===== config.mk =====
export PLATFORM = sky130hd
export DESIGN_NAME = fixed_partition_first_fit_allocator_unit_flat
export DESIGN_NICKNAME = d
export VERILOG_FILES = /design/src/sv/fpfa_pkg.sv /design/src/sv/fpfa_ifs.sv /design/src/sv/fpfa_wait_queue.sv /design/src/sv/fpfa_part_table.sv /design/src/sv/fpfa_ctrl.sv /design/src/sv/fixed_partition_first_fit_allocator_unit.sv /design/src/flat_wrapper.sv
export VERILOG_INCLUDE_DIRS = /design/src /design/src/sv
export SDC_FILE = /design/constraint.sdc
export NUM_CORES = 1
export LEC_CHECK = 0
export ABC_AREA = 1
export CORE_MARGIN = 8
export CORE_UTILIZATION = 60
export CTS_CLUSTER_DIAMETER = 150
export CTS_CLUSTER_SIZE = 20
export DETAILED_ROUTE_END_ITERATION = 10
export DONT_BUFFER_PORTS = 1
export PLACE_DENSITY = 0.88
export SLEW_MARGIN = 30
export SYNTH_ARGS = -nofsm -noshare
export SYNTH_HDL_FRONTEND = slang
export SYNTH_HIERARCHICAL = 1
export SYNTH_SLANG_ARGS = --single-unit

===== constraint.sdc =====
create_clock -name clk -period 14 [get_ports clk]
set_clock_uncertainty 0.1 [all_clocks]
set_input_delay 2.8 -clock clk [delete_from_list [all_inputs] [get_ports clk]]
set_output_delay 2.8 -clock clk [all_outputs]
set_load 0.05 [all_outputs]

===== src/sv/assert_macros.svh =====
// Assertion macros shared by the allocator RTL.
// Depends on nothing; define SYNTH to compile the checks out.
`ifndef ASSERT_MACROS_SVH
`define ASSERT_MACROS_SVH
`ifndef SYNTH
`define FPFA_ASSERT(lbl, clk, rst, prop) \
  lbl: assert property (@(posedge clk) disable iff (rst) prop) \
    else $error("fpfa assertion failed");
`define FPFA_NEVER(lbl, clk, rst, expr) \
  lbl: assert property (@(posedge clk) disable iff (rst) !(expr)) \
    else $error("fpfa forbidden condition seen");
`else
`define FPFA_ASSERT(lbl, clk, rst, prop)
`define FPFA_NEVER(lbl, clk, rst, expr)
`endif
`endif


===== src/sv/fpfa_pkg.sv =====
// Package for the fixed partition first-fit allocator: widths, codes,
// reset sizes, sequencer states and the structs passed between modules.
package fpfa_pkg;

  localparam int NUM_PARTS_DEF  = 4;
  localparam int WAIT_DEPTH_DEF = 8;
  localparam int NUM_REGS       = 4;

  localparam int TAG_W     = 16;
  localparam int ID_W      = 16;
  localparam int SIZE_W    = 9;
  localparam int ADDR_W    = 10;
  localparam int PART_W    = 2;
  localparam int KIND_W    = 3;
  localparam int CFG_IDX_W = 4;

  localparam logic [SIZE_W-1:0] PART_SIZE_RESET [NUM_REGS] =
    '{9'd60, 9'd80, 9'd50, 9'd66};

  typedef enum logic [KIND_W-1:0] {
    K_LOADED   = 3'd0,
    K_QUEUED   = 3'd1,
    K_DROPPED  = 3'd2,
    K_RESIDENT = 3'd3,
    K_TERM     = 3'd4,
    K_UNKNOWN  = 3'd5
  } kind_t;

  typedef enum logic [2:0] {
    ST_IDLE,
    ST_ADMIT_SCAN,
    ST_FIN_SCAN,
    ST_HEAD_CHECK,
    ST_DRAIN_WAIT,
    ST_DRAIN_SCAN,
    ST_DONE
  } state_t;

  typedef struct packed {
    kind_t             kind;
    logic [TAG_W-1:0]  tag;
    logic [ID_W-1:0]   id;
    logic [PART_W-1:0] part;
    logic [ADDR_W-1:0] base;
    logic [ADDR_W-1:0] last_addr;
  } rsp_t;

  typedef struct packed {
    logic              busy;
    logic [SIZE_W-1:0] size;
    logic [TAG_W-1:0]  tag;
    logic [ID_W-1:0]   id;
  } part_entry_t;

  typedef struct packed {
    logic             load;
    logic             free;
    logic [TAG_W-1:0] tag;
    logic [ID_W-1:0]  id;
  } tbl_op_t;

  typedef struct packed {
    logic [TAG_W-1:0]  tag;
    logic [SIZE_W-1:0] size;
  } wait_entry_t;

  typedef struct packed {
    logic        push;
    logic        pop;
    wait_entry_t data;
  } q_op_t;

  typedef struct packed {
    logic empty;
    logic full;
  } q_stat_t;

endpackage


===== src/sv/fpfa_ifs.sv =====
// Channel interfaces of the allocator: request, result and configuration.
// Each carries valid, ready and its payload word. Depends on fpfa_pkg.
interface fpfa_req_if
  import fpfa_pkg::*;
();
  logic              valid;
  logic              ready;
  logic              cmd;
  logic [TAG_W-1:0]  proc_tag;
  logic [SIZE_W-1:0] proc_size;
  logic [ID_W-1:0]   finish_id;

  modport source(output valid, cmd, proc_tag, proc_size, finish_id, input ready);
  modport sink(input valid, cmd, proc_tag, proc_size, finish_id, output ready);
endinterface

interface fpfa_rsp_if
  import fpfa_pkg::*;
();
  logic              valid;
  logic              ready;
  logic [KIND_W-1:0] kind;
  logic [TAG_W-1:0]  out_tag;
  logic [ID_W-1:0]   out_id;
  logic [PART_W-1:0] out_partition;
  logic [ADDR_W-1:0] base_addr;
  logic [ADDR_W-1:0] last_addr;
  logic              last;

  modport source(output valid, kind, out_tag, out_id, out_partition, base_addr,
                 last_addr, last, input ready);
  modport sink(input valid, kind, out_tag, out_id, out_partition, base_addr,
               last_addr, last, output ready);
endinterface

interface fpfa_cfg_if
  import fpfa_pkg::*;
();
  logic                 valid;
  logic                 ready;
  logic [CFG_IDX_W-1:0] index;
  logic [SIZE_W-1:0]    data;

  modport source(output valid, index, data, input ready);
  modport sink(input valid, index, data, output ready);
endinterface


===== src/sv/fpfa_wait_queue.sv =====
// Circular FIFO of waiting admit requests, held in a memory with a
// registered head read. Depends on fpfa_pkg and assert_macros.svh.
`include "assert_macros.svh"

module fpfa_wait_queue
  import fpfa_pkg::*;
#(
  parameter int  WAIT_DEPTH = WAIT_DEPTH_DEF,
  localparam int PTR_W      = $clog2(WAIT_DEPTH),
  localparam int CNT_W      = $clog2(WAIT_DEPTH + 1)
) (
  input  logic        clk,
  input  logic        rst,
  input  q_op_t       op,
  output wait_entry_t head,
  output q_stat_t     stat
);

  wait_entry_t      mem [WAIT_DEPTH];
  logic [PTR_W-1:0] head_ptr;
  logic [PTR_W-1:0] head_ptr_inc;
  logic [PTR_W-1:0] tail_ptr;
  logic [PTR_W:0]   tail_sum;
  logic [CNT_W-1:0] count;

  assign tail_sum = {1'b0, head_ptr} + (PTR_W + 1)'(count);
  assign tail_ptr = (tail_sum >= (PTR_W + 1)'(WAIT_DEPTH)) ?
                    PTR_W'(tail_sum - (PTR_W + 1)'(WAIT_DEPTH)) : PTR_W'(tail_sum);
  assign head_ptr_inc = (head_ptr == PTR_W'(WAIT_DEPTH - 1)) ? '0 : head_ptr + 1'b1;

  assign stat.empty = (count == '0);
  assign stat.full  = (count == CNT_W'(WAIT_DEPTH));

  always_ff @(posedge clk) begin
    if (op.push) begin
      mem[tail_ptr] <= op.data;
    end
    head <= mem[head_ptr];
  end

  always_ff @(posedge clk) begin
    if (rst) begin
      head_ptr <= '0;
      count    <= '0;
    end else begin
      if (op.pop) begin
        head_ptr <= head_ptr_inc;
      end
      if (op.push && !op.pop) begin
        count <= count + 1'b1;
      end else if (op.pop && !op.push) begin
        count <= count - 1'b1;
      end
    end
  end

  `FPFA_NEVER(a_push_full, clk, rst, op.push && stat.full)
  `FPFA_NEVER(a_pop_empty, clk, rst, op.pop && stat.empty)
  `FPFA_ASSERT(a_count_range, clk, rst, count <= CNT_W'(WAIT_DEPTH))

endmodule


===== src/sv/fpfa_part_table.sv =====
// Partition table: configured sizes, busy flags, resident tags and ids,
// with one indexed read and one update per cycle. Depends on fpfa_pkg.
module fpfa_part_table
  import fpfa_pkg::*;
#(
  parameter int  NUM_PARTS = NUM_PARTS_DEF,
  localparam int IDX_W     = (NUM_PARTS > 1) ? $clog2(NUM_PARTS) : 1
) (
  input  logic             clk,
  input  logic             rst,
  fpfa_cfg_if.sink         cfg,
  input  logic [IDX_W-1:0] idx,
  input  tbl_op_t          op,
  output part_entry_t      ent
);

  logic [NUM_PARTS-1:0] busy;
  logic [SIZE_W-1:0]    size [NUM_PARTS];
  logic [TAG_W-1:0]     tag  [NUM_PARTS];
  logic [ID_W-1:0]      id   [NUM_PARTS];

  assign cfg.ready = 1'b1;

  // Partitions without a register have size zero.
  for (genvar i = 0; i < NUM_PARTS; i++) begin : g_size
    if (i < NUM_REGS) begin : g_reg
      always_ff @(posedge clk) begin
        if (rst) begin
          size[i] <= PART_SIZE_RESET[i];
        end else if (cfg.valid && cfg.index == CFG_IDX_W'(i)) begin
          size[i] <= cfg.data;
        end
      end
    end else begin : g_zero
      assign size[i] = '0;
    end
  end

  always_ff @(posedge clk) begin
    if (rst) begin
      busy <= '0;
    end else if (op.load) begin
      busy[idx] <= 1'b1;
    end else if (op.free) begin
      busy[idx] <= 1'b0;
    end
  end

  always_ff @(posedge clk) begin
    if (op.load) begin
      tag[idx] <= op.tag;
      id[idx]  <= op.id;
    end
  end

  assign ent.busy = busy[idx];
  assign ent.size = size[idx];
  assign ent.tag  = tag[idx];
  assign ent.id   = id[idx];

endmodule


===== src/sv/fpfa_ctrl.sv =====
// Sequencer of the allocator: walks the partition table one entry a cycle
// through its single table read port, drains the wait queue and stages results.
// Depends on fpfa_pkg, fpfa_ifs and assert_macros.svh.
`include "assert_macros.svh"

module fpfa_ctrl
  import fpfa_pkg::*;
#(
  parameter int  NUM_PARTS = NUM_PARTS_DEF,
  localparam int IDX_W     = (NUM_PARTS > 1) ? $clog2(NUM_PARTS) : 1
) (
  input  logic             clk,
  input  logic             rst,
  fpfa_req_if.sink         req,
  fpfa_rsp_if.source       rsp,
  output logic [IDX_W-1:0] tbl_idx,
  input  part_entry_t      ent,
  output tbl_op_t          tbl_op,
  input  wait_entry_t      head,
  input  q_stat_t          q_stat,
  output q_op_t            q_op
);

  state_t            state;
  state_t            state_next;
  logic [IDX_W-1:0]  idx;
  logic [ADDR_W-1:0] base;
  logic              resident;
  logic [TAG_W-1:0]  req_tag;
  logic [SIZE_W-1:0] req_size;
  logic [ID_W-1:0]   req_fid;
  logic [ID_W-1:0]   next_id;
  logic [ID_W-1:0]   id_plus;
  logic [ID_W-1:0]   id_next;
  logic              pend_valid;
  rsp_t              pend;
  logic              out_valid;
  rsp_t              out_q;
  logic              out_last;

  logic fit_req;
  logic fit_head;
  logic id_hit;
  logic res_now;
  logic last_step;
  logic head_fits;
  logic out_free;
  logic can_emit;

  logic emit;
  logic stall;
  rsp_t res;
  logic take;
  logic step;
  logic scan_clr;
  logic flush;
  logic bump;
  logic load_raw;
  logic free_raw;
  logic push_raw;
  logic pop_raw;

  assign fit_req   = !ent.busy && (ent.size >= req_size);
  assign fit_head  = !ent.busy && (ent.size >= head.size);
  assign id_hit    = ent.busy && (ent.id == req_fid);
  assign res_now   = resident || (ent.busy && (ent.tag == req_tag));
  assign last_step = (idx == IDX_W'(NUM_PARTS - 1));
  assign head_fits = !q_stat.empty && (ent.size >= head.size);
  assign out_free  = !out_valid || rsp.ready;
  assign can_emit  = !pend_valid || out_free;

  assign id_plus = next_id + 1'b1;
  assign id_next = (id_plus == '0) ? ID_W'(1) : id_plus;

  always_comb begin
    emit     = 1'b0;
    res      = '0;
    take     = 1'b0;
    step     = 1'b0;
    scan_clr = 1'b0;
    flush    = 1'b0;
    bump     = 1'b0;
    load_raw = 1'b0;
    free_raw = 1'b0;
    push_raw = 1'b0;
    pop_raw  = 1'b0;
    case (state)
      ST_IDLE: begin
        take = req.valid;
      end
      ST_ADMIT_SCAN: begin
        if (fit_req) begin
          emit          = 1'b1;
          res.kind      = K_LOADED;
          res.tag       = req_tag;
          res.id        = next_id;
          res.part      = PART_W'(idx);
          res.base      = base;
          res.last_addr = base + ADDR_W'(req_size) - ADDR_W'(1);
          load_raw      = 1'b1;
          bump          = 1'b1;
        end else if (last_step) begin
          emit    = 1'b1;
          res.tag = req_tag;
          if (res_now) begin
            res.kind = K_RESIDENT;
          end else if (q_stat.full) begin
            res.kind = K_DROPPED;
          end else begin
            res.kind = K_QUEUED;
            push_raw = 1'b1;
          end
        end else begin
          step = 1'b1;
        end
      end
      ST_FIN_SCAN: begin
        if (id_hit) begin
          emit     = 1'b1;
          res.kind = K_TERM;
          res.tag  = ent.tag;
          res.id   = ent.id;
          res.part = PART_W'(idx);
          free_raw = 1'b1;
        end else if (last_step) begin
          emit     = 1'b1;
          res.kind = K_UNKNOWN;
        end else begin
          step = 1'b1;
        end
      end
      ST_HEAD_CHECK: begin
        if (head_fits) begin
          emit          = 1'b1;
          res.kind      = K_LOADED;
          res.tag       = head.tag;
          res.id        = next_id;
          res.part      = PART_W'(idx);
          res.base      = base;
          res.last_addr = base + ADDR_W'(head.size) - ADDR_W'(1);
          load_raw      = 1'b1;
          pop_raw       = 1'b1;
          bump          = 1'b1;
        end
      end
      ST_DRAIN_WAIT: begin
        scan_clr = 1'b1;
      end
      ST_DRAIN_SCAN: begin
        if (fit_head) begin
          emit          = 1'b1;
          res.kind      = K_LOADED;
          res.tag       = head.tag;
          res.id        = next_id;
          res.part      = PART_W'(idx);
          res.base      = base;
          res.last_addr = base + ADDR_W'(head.size) - ADDR_W'(1);
          load_raw      = 1'b1;
          pop_raw       = 1'b1;
          bump          = 1'b1;
        end else if (!last_step) begin
          step = 1'b1;
        end
      end
      ST_DONE: begin
        flush = out_free;
      end
      default: begin
      end
    endcase
    stall = emit && !can_emit;
    if (stall) begin
      load_raw = 1'b0;
      free_raw = 1'b0;
      push_raw = 1'b0;
      pop_raw  = 1'b0;
      bump     = 1'b0;
    end
  end

  always_comb begin
    state_next = state;
    case (state)
      ST_IDLE: begin
        if (req.valid) begin
          state_next = req.cmd ? ST_FIN_SCAN : ST_ADMIT_SCAN;
        end
      end
      ST_ADMIT_SCAN: begin
        if ((fit_req || last_step) && !stall) begin
          state_next = ST_DONE;
        end
      end
      ST_FIN_SCAN: begin
        if (id_hit && !stall) begin
          state_next = ST_HEAD_CHECK;
        end else if (last_step && !stall) begin
          state_next = ST_DONE;
        end
      end
      ST_HEAD_CHECK: begin
        if (!stall) begin
          state_next = head_fits ? ST_DRAIN_WAIT : ST_DONE;
        end
      end
      ST_DRAIN_WAIT: begin
        state_next = q_stat.empty ? ST_DONE : ST_DRAIN_SCAN;
      end
      ST_DRAIN_SCAN: begin
        if (fit_head) begin
          if (!stall) begin
            state_next = ST_DRAIN_WAIT;
          end
        end else if (last_step) begin
          state_next = ST_DONE;
        end
      end
      ST_DONE: begin
        if (out_free) begin
          state_next = ST_IDLE;
        end
      end
      default: begin
        state_next = ST_IDLE;
      end
    endcase
  end

  always_ff @(posedge clk) begin
    if (rst) begin
      state      <= ST_IDLE;
      next_id    <= ID_W'(1);
      pend_valid <= 1'b0;
      out_valid  <= 1'b0;
    end else begin
      state <= state_next;
      if (bump) begin
        next_id <= id_next;
      end
      if (emit && !stall) begin
        pend_valid <= 1'b1;
      end else if (flush) begin
        pend_valid <= 1'b0;
      end
      if ((emit && !stall && pend_valid) || flush) begin
        out_valid <= 1'b1;
      end else if (rsp.ready) begin
        out_valid <= 1'b0;
      end
    end
  end

  always_ff @(posedge clk) begin
    if (take) begin
      req_tag  <= req.proc_tag;
      req_size <= req.proc_size;
      req_fid  <= req.finish_id;
      resident <= 1'b0;
    end else if (state == ST_ADMIT_SCAN) begin
      resident <= res_now;
    end
    if (take || scan_clr) begin
      idx  <= '0;
      base <= '0;
    end else if (step) begin
      idx  <= idx + 1'b1;
      base <= base + ADDR_W'(ent.size);
    end
    if (emit && !stall) begin
      pend <= res;
    end
    if ((emit && !stall && pend_valid) || flush) begin
      out_q    <= pend;
      out_last <= flush;
    end
  end

  assign req.ready = (state == ST_IDLE);

  assign tbl_idx     = idx;
  assign tbl_op.load = load_raw;
  assign tbl_op.free = free_raw;
  assign tbl_op.tag  = res.tag;
  assign tbl_op.id   = next_id;

  assign q_op.push      = push_raw;
  assign q_op.pop       = pop_raw;
  assign q_op.data.tag  = req_tag;
  assign q_op.data.size = req_size;

  assign rsp.valid         = out_valid;
  assign rsp.kind          = out_q.kind;
  assign rsp.out_tag       = out_q.tag;
  assign rsp.out_id        = out_q.id;
  assign rsp.out_partition = out_q.part;
  assign rsp.base_addr     = out_q.base;
  assign rsp.last_addr     = out_q.last_addr;
  assign rsp.last          = out_last;

  `FPFA_ASSERT(a_idle_no_pend, clk, rst, req.ready |-> !pend_valid)
  `FPFA_ASSERT(a_id_nonzero, clk, rst, next_id != '0)
  `FPFA_ASSERT(a_load_free_part, clk, rst, tbl_op.load |-> !ent.busy)
  `FPFA_ASSERT(a_flush_has_word, clk, rst, flush |-> pend_valid)

endmodule


===== src/sv/fixed_partition_first_fit_allocator_unit.sv =====
// Fixed partition first-fit allocator with a FIFO wait queue; one request at a time, no overlap.
// An admit scans the partitions in order from the first and loads the first free one that fits;
// a finish scans for the id, frees its partition and tries the queue head in that partition, and
// each loaded head is followed by a rescan from the first partition for the next queue head.
// Result back-pressure stalls the sequencer. Synchronous reset frees every partition, empties
// the queue, restores the reset sizes and sets the next id to one; no clearing pass.
module fixed_partition_first_fit_allocator_unit
  import fpfa_pkg::*;
#(
  parameter int  NUM_PARTS  = NUM_PARTS_DEF,
  parameter int  WAIT_DEPTH = WAIT_DEPTH_DEF,
  localparam int IDX_W      = (NUM_PARTS > 1) ? $clog2(NUM_PARTS) : 1
) (
  input  logic       clk,
  input  logic       rst,
  fpfa_req_if.sink   req,
  fpfa_rsp_if.source rsp,
  fpfa_cfg_if.sink   cfg
);

  logic [IDX_W-1:0] tbl_idx;
  part_entry_t      ent;
  tbl_op_t          tbl_op;
  wait_entry_t      head;
  q_stat_t          q_stat;
  q_op_t            q_op;

  fpfa_ctrl #(
    .NUM_PARTS(NUM_PARTS)
  ) u_ctrl (
    .clk    (clk),
    .rst    (rst),
    .req    (req),
    .rsp    (rsp),
    .tbl_idx(tbl_idx),
    .ent    (ent),
    .tbl_op (tbl_op),
    .head   (head),
    .q_stat (q_stat),
    .q_op   (q_op)
  );

  fpfa_part_table #(
    .NUM_PARTS(NUM_PARTS)
  ) u_table (
    .clk(clk),
    .rst(rst),
    .cfg(cfg),
    .idx(tbl_idx),
    .op (tbl_op),
    .ent(ent)
  );

  fpfa_wait_queue #(
    .WAIT_DEPTH(WAIT_DEPTH)
  ) u_queue (
    .clk (clk),
    .rst (rst),
    .op  (q_op),
    .head(head),
    .stat(q_stat)
  );

endmodule

===== src/flat_wrapper.sv =====
// flat-port wrapper written by rule: the top's interface ports become plain ports
module fixed_partition_first_fit_allocator_unit_flat import fpfa_pkg::*;
#(
  parameter int  NUM_PARTS  = NUM_PARTS_DEF,
  parameter int  WAIT_DEPTH = WAIT_DEPTH_DEF,
  localparam int IDX_W      = (NUM_PARTS > 1) ? $clog2(NUM_PARTS) : 1
)
  (clk, rst, req_valid, req_cmd, req_proc_tag, req_proc_size, req_finish_id, req_ready, rsp_valid, rsp_kind, rsp_out_tag, rsp_out_id, rsp_out_partition, rsp_base_addr, rsp_last_addr, rsp_last, rsp_ready, cfg_valid, cfg_index, cfg_data, cfg_ready);
  fpfa_req_if req_i ();
  fpfa_rsp_if rsp_i ();
  fpfa_cfg_if cfg_i ();
  input  logic clk;
  input  logic rst;
  input wire logic [$bits(req_i.valid)-1:0] req_valid;
  input wire logic [$bits(req_i.cmd)-1:0] req_cmd;
  input wire logic [$bits(req_i.proc_tag)-1:0] req_proc_tag;
  input wire logic [$bits(req_i.proc_size)-1:0] req_proc_size;
  input wire logic [$bits(req_i.finish_id)-1:0] req_finish_id;
  output wire logic [$bits(req_i.ready)-1:0] req_ready;
  output wire logic [$bits(rsp_i.valid)-1:0] rsp_valid;
  output wire logic [$bits(rsp_i.kind)-1:0] rsp_kind;
  output wire logic [$bits(rsp_i.out_tag)-1:0] rsp_out_tag;
  output wire logic [$bits(rsp_i.out_id)-1:0] rsp_out_id;
  output wire logic [$bits(rsp_i.out_partition)-1:0] rsp_out_partition;
  output wire logic [$bits(rsp_i.base_addr)-1:0] rsp_base_addr;
  output wire logic [$bits(rsp_i.last_addr)-1:0] rsp_last_addr;
  output wire logic [$bits(rsp_i.last)-1:0] rsp_last;
  input wire logic [$bits(rsp_i.ready)-1:0] rsp_ready;
  input wire logic [$bits(cfg_i.valid)-1:0] cfg_valid;
  input wire logic [$bits(cfg_i.index)-1:0] cfg_index;
  input wire logic [$bits(cfg_i.data)-1:0] cfg_data;
  output wire logic [$bits(cfg_i.ready)-1:0] cfg_ready;
  assign req_i.valid = req_valid;
  assign req_i.cmd = req_cmd;
  assign req_i.proc_tag = req_proc_tag;
  assign req_i.proc_size = req_proc_size;
  assign req_i.finish_id = req_finish_id;
  assign req_ready = req_i.ready;
  assign rsp_valid = rsp_i.valid;
  assign rsp_kind = rsp_i.kind;
  assign rsp_out_tag = rsp_i.out_tag;
  assign rsp_out_id = rsp_i.out_id;
  assign rsp_out_partition = rsp_i.out_partition;
  assign rsp_base_addr = rsp_i.base_addr;
  assign rsp_last_addr = rsp_i.last_addr;
  assign rsp_last = rsp_i.last;
  assign rsp_i.ready = rsp_ready;
  assign cfg_i.valid = cfg_valid;
  assign cfg_i.index = cfg_index;
  assign cfg_i.data = cfg_data;
  assign cfg_ready = cfg_i.ready;
  fixed_partition_first_fit_allocator_unit #(.NUM_PARTS(NUM_PARTS), .WAIT_DEPTH(WAIT_DEPTH)) u_core (.clk(clk), .rst(rst), .req(req_i), .rsp(rsp_i), .cfg(cfg_i));
endmodule

# --- Yosys cells after proc, flatten, opt, wreduce, memory -nomap -nowiden ---
# Memory sizes are Yosys's and may differ from the RTL's. A register that Yosys moved wholly into a read port is not among the register bits.
# Cells that the tools add are included.
totals:
  word_cells: 212
  ram_bits: 364
  regBits: 201
  out_inout_bits: 61
  input_bits: 60
  n_memories: 4
memory_table:
  columns: ["memory", "depth", "word_bits", "read_ports", "rd_ports_with_merged_regs", "wr", "line", "source"]
  rows:
  - ["u_core.u_queue.mem", 8, 25, 1, 1, 1, "fpfa_wait_queue.sv:19", "wait_entry_t mem [WAIT_DEPTH];"]
  - ["u_core.u_table.id", 4, 16, 1, 1, 1, "fpfa_part_table.sv:20", "logic [ID_W-1:0] id [NUM_PARTS];"]
  - ["u_core.u_table.tag", 4, 16, 1, 1, 1, "fpfa_part_table.sv:19", "logic [TAG_W-1:0] tag [NUM_PARTS];"]
  - ["u_core.u_table.size", 4, 9, 1, 1, 4, "fpfa_part_table.sv:18", "logic [SIZE_W-1:0] size [NUM_PARTS];"]
classes:
  muxes: 96
  n_reduce_logical: 41
  n_eq_ne: 21
  bitwise: 7
  order_cmp: 5
  add_sub_neg: 12
ops:
  columns: ["op", "count"]
  rows:
  - ["37-bit case mux with 4 select lines", 1]
  - ["54-bit two-way mux", 2]
  - ["20-bit case mux with 3 select lines", 1]
  - ["1-bit two-way mux", 48]
  - ["3-bit two-way mux", 13]
  - ["38-bit two-way mux", 1]
  - ["18-bit two-way mux", 2]
  - ["9-bit two-way mux", 4]
  - ["34-bit two-way mux", 1]
  - ["16-bit equality test", 2]
  - ["10-bit by 9-bit adder with 10-bit output", 3]
  - ["2-bit two-way mux", 11]
  - ["3-bit case mux with 7 select lines", 1]
  - ["10-bit by 1-bit subtractor with 10-bit output (second input constant)", 2]
  - ["9-bit >= comparator", 2]
  - ["1-bit logical AND", 18]
  - ["16-bit by 1-bit adder with 16-bit output (second input constant)", 1]
  - ["16-bit logical NOT", 1]
  - ["16-bit two-way mux", 1]
  - ["4-bit two-way mux", 4]
  - ["3-bit equality test (second input constant)", 4]
  - ["3-bit != test (second input constant)", 3]
  - ["4-bit by 2-bit equality test with 1-bit output (second input constant)", 2]
  - ["1-bit logical NOT", 8]
  - ["29 further kinds", 46]

# --- Depth between registers and ports, before layout ---
logic_depth:
  word_depth: 13
  mapped_depth: 30
  mapped_depth_nobuf: 27

# --- Modules after synthesis ---
# The synthesis kept the hierarchy.
by_module_without_submodules:
  columns: ["mod", "instances", "area_each_um2", "cells_each"]
  rows:
  - ["fpfa_ctrl", 1, 9761.9, 965]
  - ["fpfa_wait_queue", 1, 8956.1, 768]
  - ["fpfa_part_table", 1, 6510.0, 495]

# --- Worst setup path after synthesis ---
# Ideal clock, no wire load.
synth_path:
  path_kind: "input -> register"
  start: "input port rsp_ready"
  end: "register u_core.u_ctrl.out_q, in the netlist u_core/u_ctrl/rsp.base_addr[0], enable pin"
  required_ns: 13.344
  path_slack_ns: 6.098
  n_path_buf: 0
  stages: 6
  arrival_time_ns: 7.246
  cell_sequence: "nor2_1 inv_1 nor2_1 inv_1 nand2_1 o21ai_0"
synth_via:
  elab_chain_cells: 8
synth_lines:
  columns: ["item", "line", "source"]
  rows:
  - ["start, declared", "flat_wrapper.sv:28", "input wire logic [$bits(rsp_i.ready)-1:0] rsp_ready;"]
  - ["1-bit logical OR (*)", "fpfa_ctrl.sv:69", "assign out_free = !out_valid || rsp.ready;"]
  - ["1-bit logical OR", "fpfa_ctrl.sv:70", "assign can_emit = !pend_valid || out_free;"]
  - ["1-bit logical NOT", "fpfa_ctrl.sv:171", "stall = emit && !can_emit;"]
  - ["1-bit logical AND", "fpfa_ctrl.sv:171", null]
  - ["1-bit logical NOT", "fpfa_ctrl.sv:272", "if ((emit && !stall && pend_valid) || flush) begin"]
  - ["1-bit logical AND (2 in a row)", "fpfa_ctrl.sv:272", null]
  - ["1-bit logical OR (*)", "fpfa_ctrl.sv:272", null]
  - ["end signal, assigned", "fpfa_ctrl.sv:273", "out_q <= pend;"]
  - ["end, declared", "fpfa_ctrl.sv:38", "rsp_t out_q;"]
# Every way passes the cells marked *; elsewhere a longest branch is shown, timed or not.
# A chain may end at the register's enable or synchronous reset.

==> results.txt <==
Reg2reg setup slack -> 8.48 ns
Initial antenna violation count -> 0
Syn Inst Count -> 2228
Sequential-to-total area share from yosys stat -> 67.45%
Top_reg_cell synth -> edfxtp_1
I/O Buffers -> 0
Mux contribution to synthesized area -> 0%
Clock tree buffer depth -> 3
CTS tree -> done
Crit path to -> u_core/u_queue/mem[1][16]
CP Class -> flop to flop
Commonest cells after routing, fill and taps aside -> edfxtp_1, nand2_1, nor2_1
Worst setup EP type -> flop
DR WL/cell -> 20.75 um
Top cell by count, worst path -> nand2_1
Outcome -> complete, no violations
Final Hold Slack -> 0.3098 ns
Core area -> 41760 um2
Post-synthesis xor/xnor area fraction -> 1.528%
Largest net degree at the start of global routing -> 104
Synthesized area -> 25230 um2
CP max-delay cell -> dfxtp_1
Clk pin slew, worst setup/hold paths -> 0.09 ns
Initial Util -> 60.41%
Vias in the first global route -> 16210
Global-route wire length before repair -> 88230 um
Largest family of logic cells by synthesized area -> simple AND/OR/NAND/NOR gates
Vias/cell -> 6.021
Site row count -> 75
Critical path arrival -> 5.68 ns
Post-synthesis compound-gate area fraction -> 5.857%
FMAX -> 181.2 MHz
Syn-to-layout area delta -> 5.233%
CTS root buffer -> clkbuf_16
Unrepaired setup endpoints after global routing -> no
Post-DRT Antenna Nets -> 0
CTS Hold Bufs -> 0
Inserted Clock Buffers -> 35
Layout Nets -> 2327
Worst Setup SP -> u_core/u_ctrl/tbl_idx[0]
Cts repair resizes -> 0
Adder-cell share of the synthesized area -> 3.819%
Gpl congestion -> 0.9442
Final hold vios -> 0
R2r startpoint -> u_core/u_ctrl/tbl_idx[0]
Insertion delay to the later sink of the worst-skew pair -> 0.57 ns
Diode count -> 0
Multi-input logic area -> 6874 um2
Drt total wl -> 57260 um
Clock tree sinks -> 590
Vias -> 16610
Worst R2R End -> u_core/u_queue/mem[1][16]
DR pass1 iterations -> 6
Drt drc -> 0
DP HPWL -> 38000 um
Register area -> 17020 um2
Power density over cell area -> 168.6 nW/um2
Grt total ovfl -> 0
Hold Path Class -> flop to flop
Setup TNS -> 0 ns
Post-synth ARST share -> 0%
Layout cell share with drive strength beyond 1 -> 5.405%
Max Slew Vio Count -> 0
Cell variety after synth -> 53
Maximum VDD drop -> 0.09924 mV
CP Launch Type -> flop
Die width -> 221.1 um
Synth warnings -> 6
Synthesized net count -> 2362
Worst path required time -> 14.16 ns
R2R cell count -> 20
H-tree Lvls -> 2
Flops & latches, synth -> 590
Number of synthesized flops with an enable pin -> 520
Post-CTS setup repair buffer count -> 0
Min Tclk post-route -> 5.519 ns
MaxCap Viol Count -> 0
Simple logic cell fraction of the synthesized area -> 15.86%
Fillcell total -> 2821
Die Y -> 221.1 um
Initial DRC Count -> 2164
Leak -> 0.01015 uW
Worst-margin pin slew -> 0.9716 ns
Commonest non-fill, non-tap cell in the layout -> edfxtp_1
Setup Viol. Count Final -> 0
Crit-path max cell delay -> 0.67 ns
Relative slew slack -> 34.83%
Final period util -> 39.42%
DIE AREA -> 48860 um2
Synthesized area per cell -> 11.32 um2
Crit path max fanout -> 43
Total I/O pin count -> 121
Total GRT Usage -> 22.74%
Critical path, cell by cell -> nand2_1 > inv_2 > nand2_1 > nand4_1 > ha_1 > nand2_1 > nand2_1 > nand2_1 > nand2_1 > nand2_1 > nand4_2 > nand3_2 > nand2_4 > inv_2 > nand2_4 > nand2_4 > nor3b_1 > nand2_1 > nor2_2 > buf_4
## sequential cells by signal, summed over array words and instances (netlist names), 2 cells and up, named ones only
| name | count |
|---|---|
| u_core/u_queue/mem | 200 |
| u_core/u_ctrl/tbl_idx | 2 |
| u_core/u_queue/count | 4 |
| u_core/u_ctrl/req_size | 9 |
| u_core/u_ctrl/rsp.out_partition | 2 |
| u_core/u_ctrl/base | 10 |
| u_core/u_ctrl/rsp.out_id | 16 |
| u_core/u_table/id | 64 |
| u_core/u_ctrl/pend | 57 |
| u_core/u_table/size | 36 |
| u_core/u_ctrl/req_fid | 16 |
| u_core/u_ctrl/rsp.kind | 3 |
| u_core/u_queue/head | 25 |
| u_core/u_ctrl/rsp.out_tag | 16 |
| u_core/u_table/tag | 64 |
| u_core/u_ctrl/rsp.base_addr | 10 |
| u_core/u_ctrl/rsp.last_addr | 10 |
| u_core/u_ctrl/req_tag | 16 |
| u_core/u_queue/head_ptr | 3 |
| u_core/u_ctrl/state | 3 |
| u_core/u_ctrl/next_id | 16 |
## cell families after synthesis
logic type	Yosys count
simple gates	946
flops	590
buf+inv	304
compound gates	269
fa+ha+maj	74
xor+xnor	44
other cells	1
## power breakdown
group | internal (uW) | total [uW] | switching (uW)
clock | 492 | 1040 | 548
sequential | 2150 | 2340 | 193
combinational | 327 | 1100 | 770
total | 2970 | 4480 | 1510
## worst max-delay path: cells and delay by family (launching register included)
| kind | cells | cell delay, ns |
|---|---|---|
| adder cells (fa/ha/maj) | 1 | 0.28 |
| buffers and inverters | 3 | 1.30 |
| flip-flops | 1 | 0.67 |
| AND/OR/NAND/NOR | 16 | 2.85 |
## stage by stage
step           total power [uW]  utilization, %  setup slack [ns]  instances  cell area (um2)
2_1_floorplan              3150               -             6.098       2228            25230
3_3_place_gp               3378           61.08             8.780       2695            25510
3_5_place_dp               3442           61.08             8.531       2695            25510
4_1_cts                    4468           63.55             8.517       2759            26540
5_1_grt                    4685           63.57             8.136       2759            26550
6_report                   4477           63.57             8.481       2759            26550
## synth_stat cells, drive strengths merged, types with 9 or more instances
library cell,number,area share [%]
xor2,34,1.2
a22oi,10,0.30
inv,211,3.1
xnor2,10,0.35
nand2,482,7.4
o22ai,17,0.42
nor2,321,5.0
nor3,9,0.20
buf,79,2.1
nand3,60,1.2
nand4,55,1.4
a21oi,58,1.2
o21ai,156,3.1
clkbuf,13,0.19
dfxtp,70,5.6
ha,69,3.4
edfxtp,520,62
## per-layer routing
metal  up-vias  part of all wire, %  GRT usage (%)
li1       7498                    -              -
met1      7887                   37          28.31
met2      1034                   48          37.24
met3       193                  9.4          4.854
met4         0                  5.2          12.01
met5         -                    0              0
## how the worst min path moves through the flow
stage | from | endpoint | slack [ns] | depth (start not counted)
after floorplan | u_core/u_ctrl/pend[10] | u_core/u_ctrl/rsp.base_addr[0] | 0.30 | 0
after CTS | u_core/u_ctrl/pend[12] | u_core/u_ctrl/rsp.base_addr[2] | 0.31 | 0
after global routing | u_core/u_ctrl/pend[12] | u_core/u_ctrl/rsp.base_addr[2] | 0.32 | 0
after detailed placement | u_core/u_ctrl/pend[10] | u_core/u_ctrl/rsp.base_addr[0] | 0.30 | 0
final | u_core/u_ctrl/pend[12] | u_core/u_ctrl/rsp.base_addr[2] | 0.31 | 0
after global placement | u_core/u_ctrl/pend[16] | u_core/u_ctrl/rsp.base_addr[6] | 0.30 | 0
## layout make-up
class	instances	share of cell area [%]
Timing Repair Buffer	20	0.5797
Tap cell	539	2.540
Multi-Input combinational cell	1334	25.89
Inverter	212	3.002
Sequential cell	590	64.10
Clock buffer	61	3.747
Clock inverter	3	0.1367
Power figures use the tool's default switching activity.
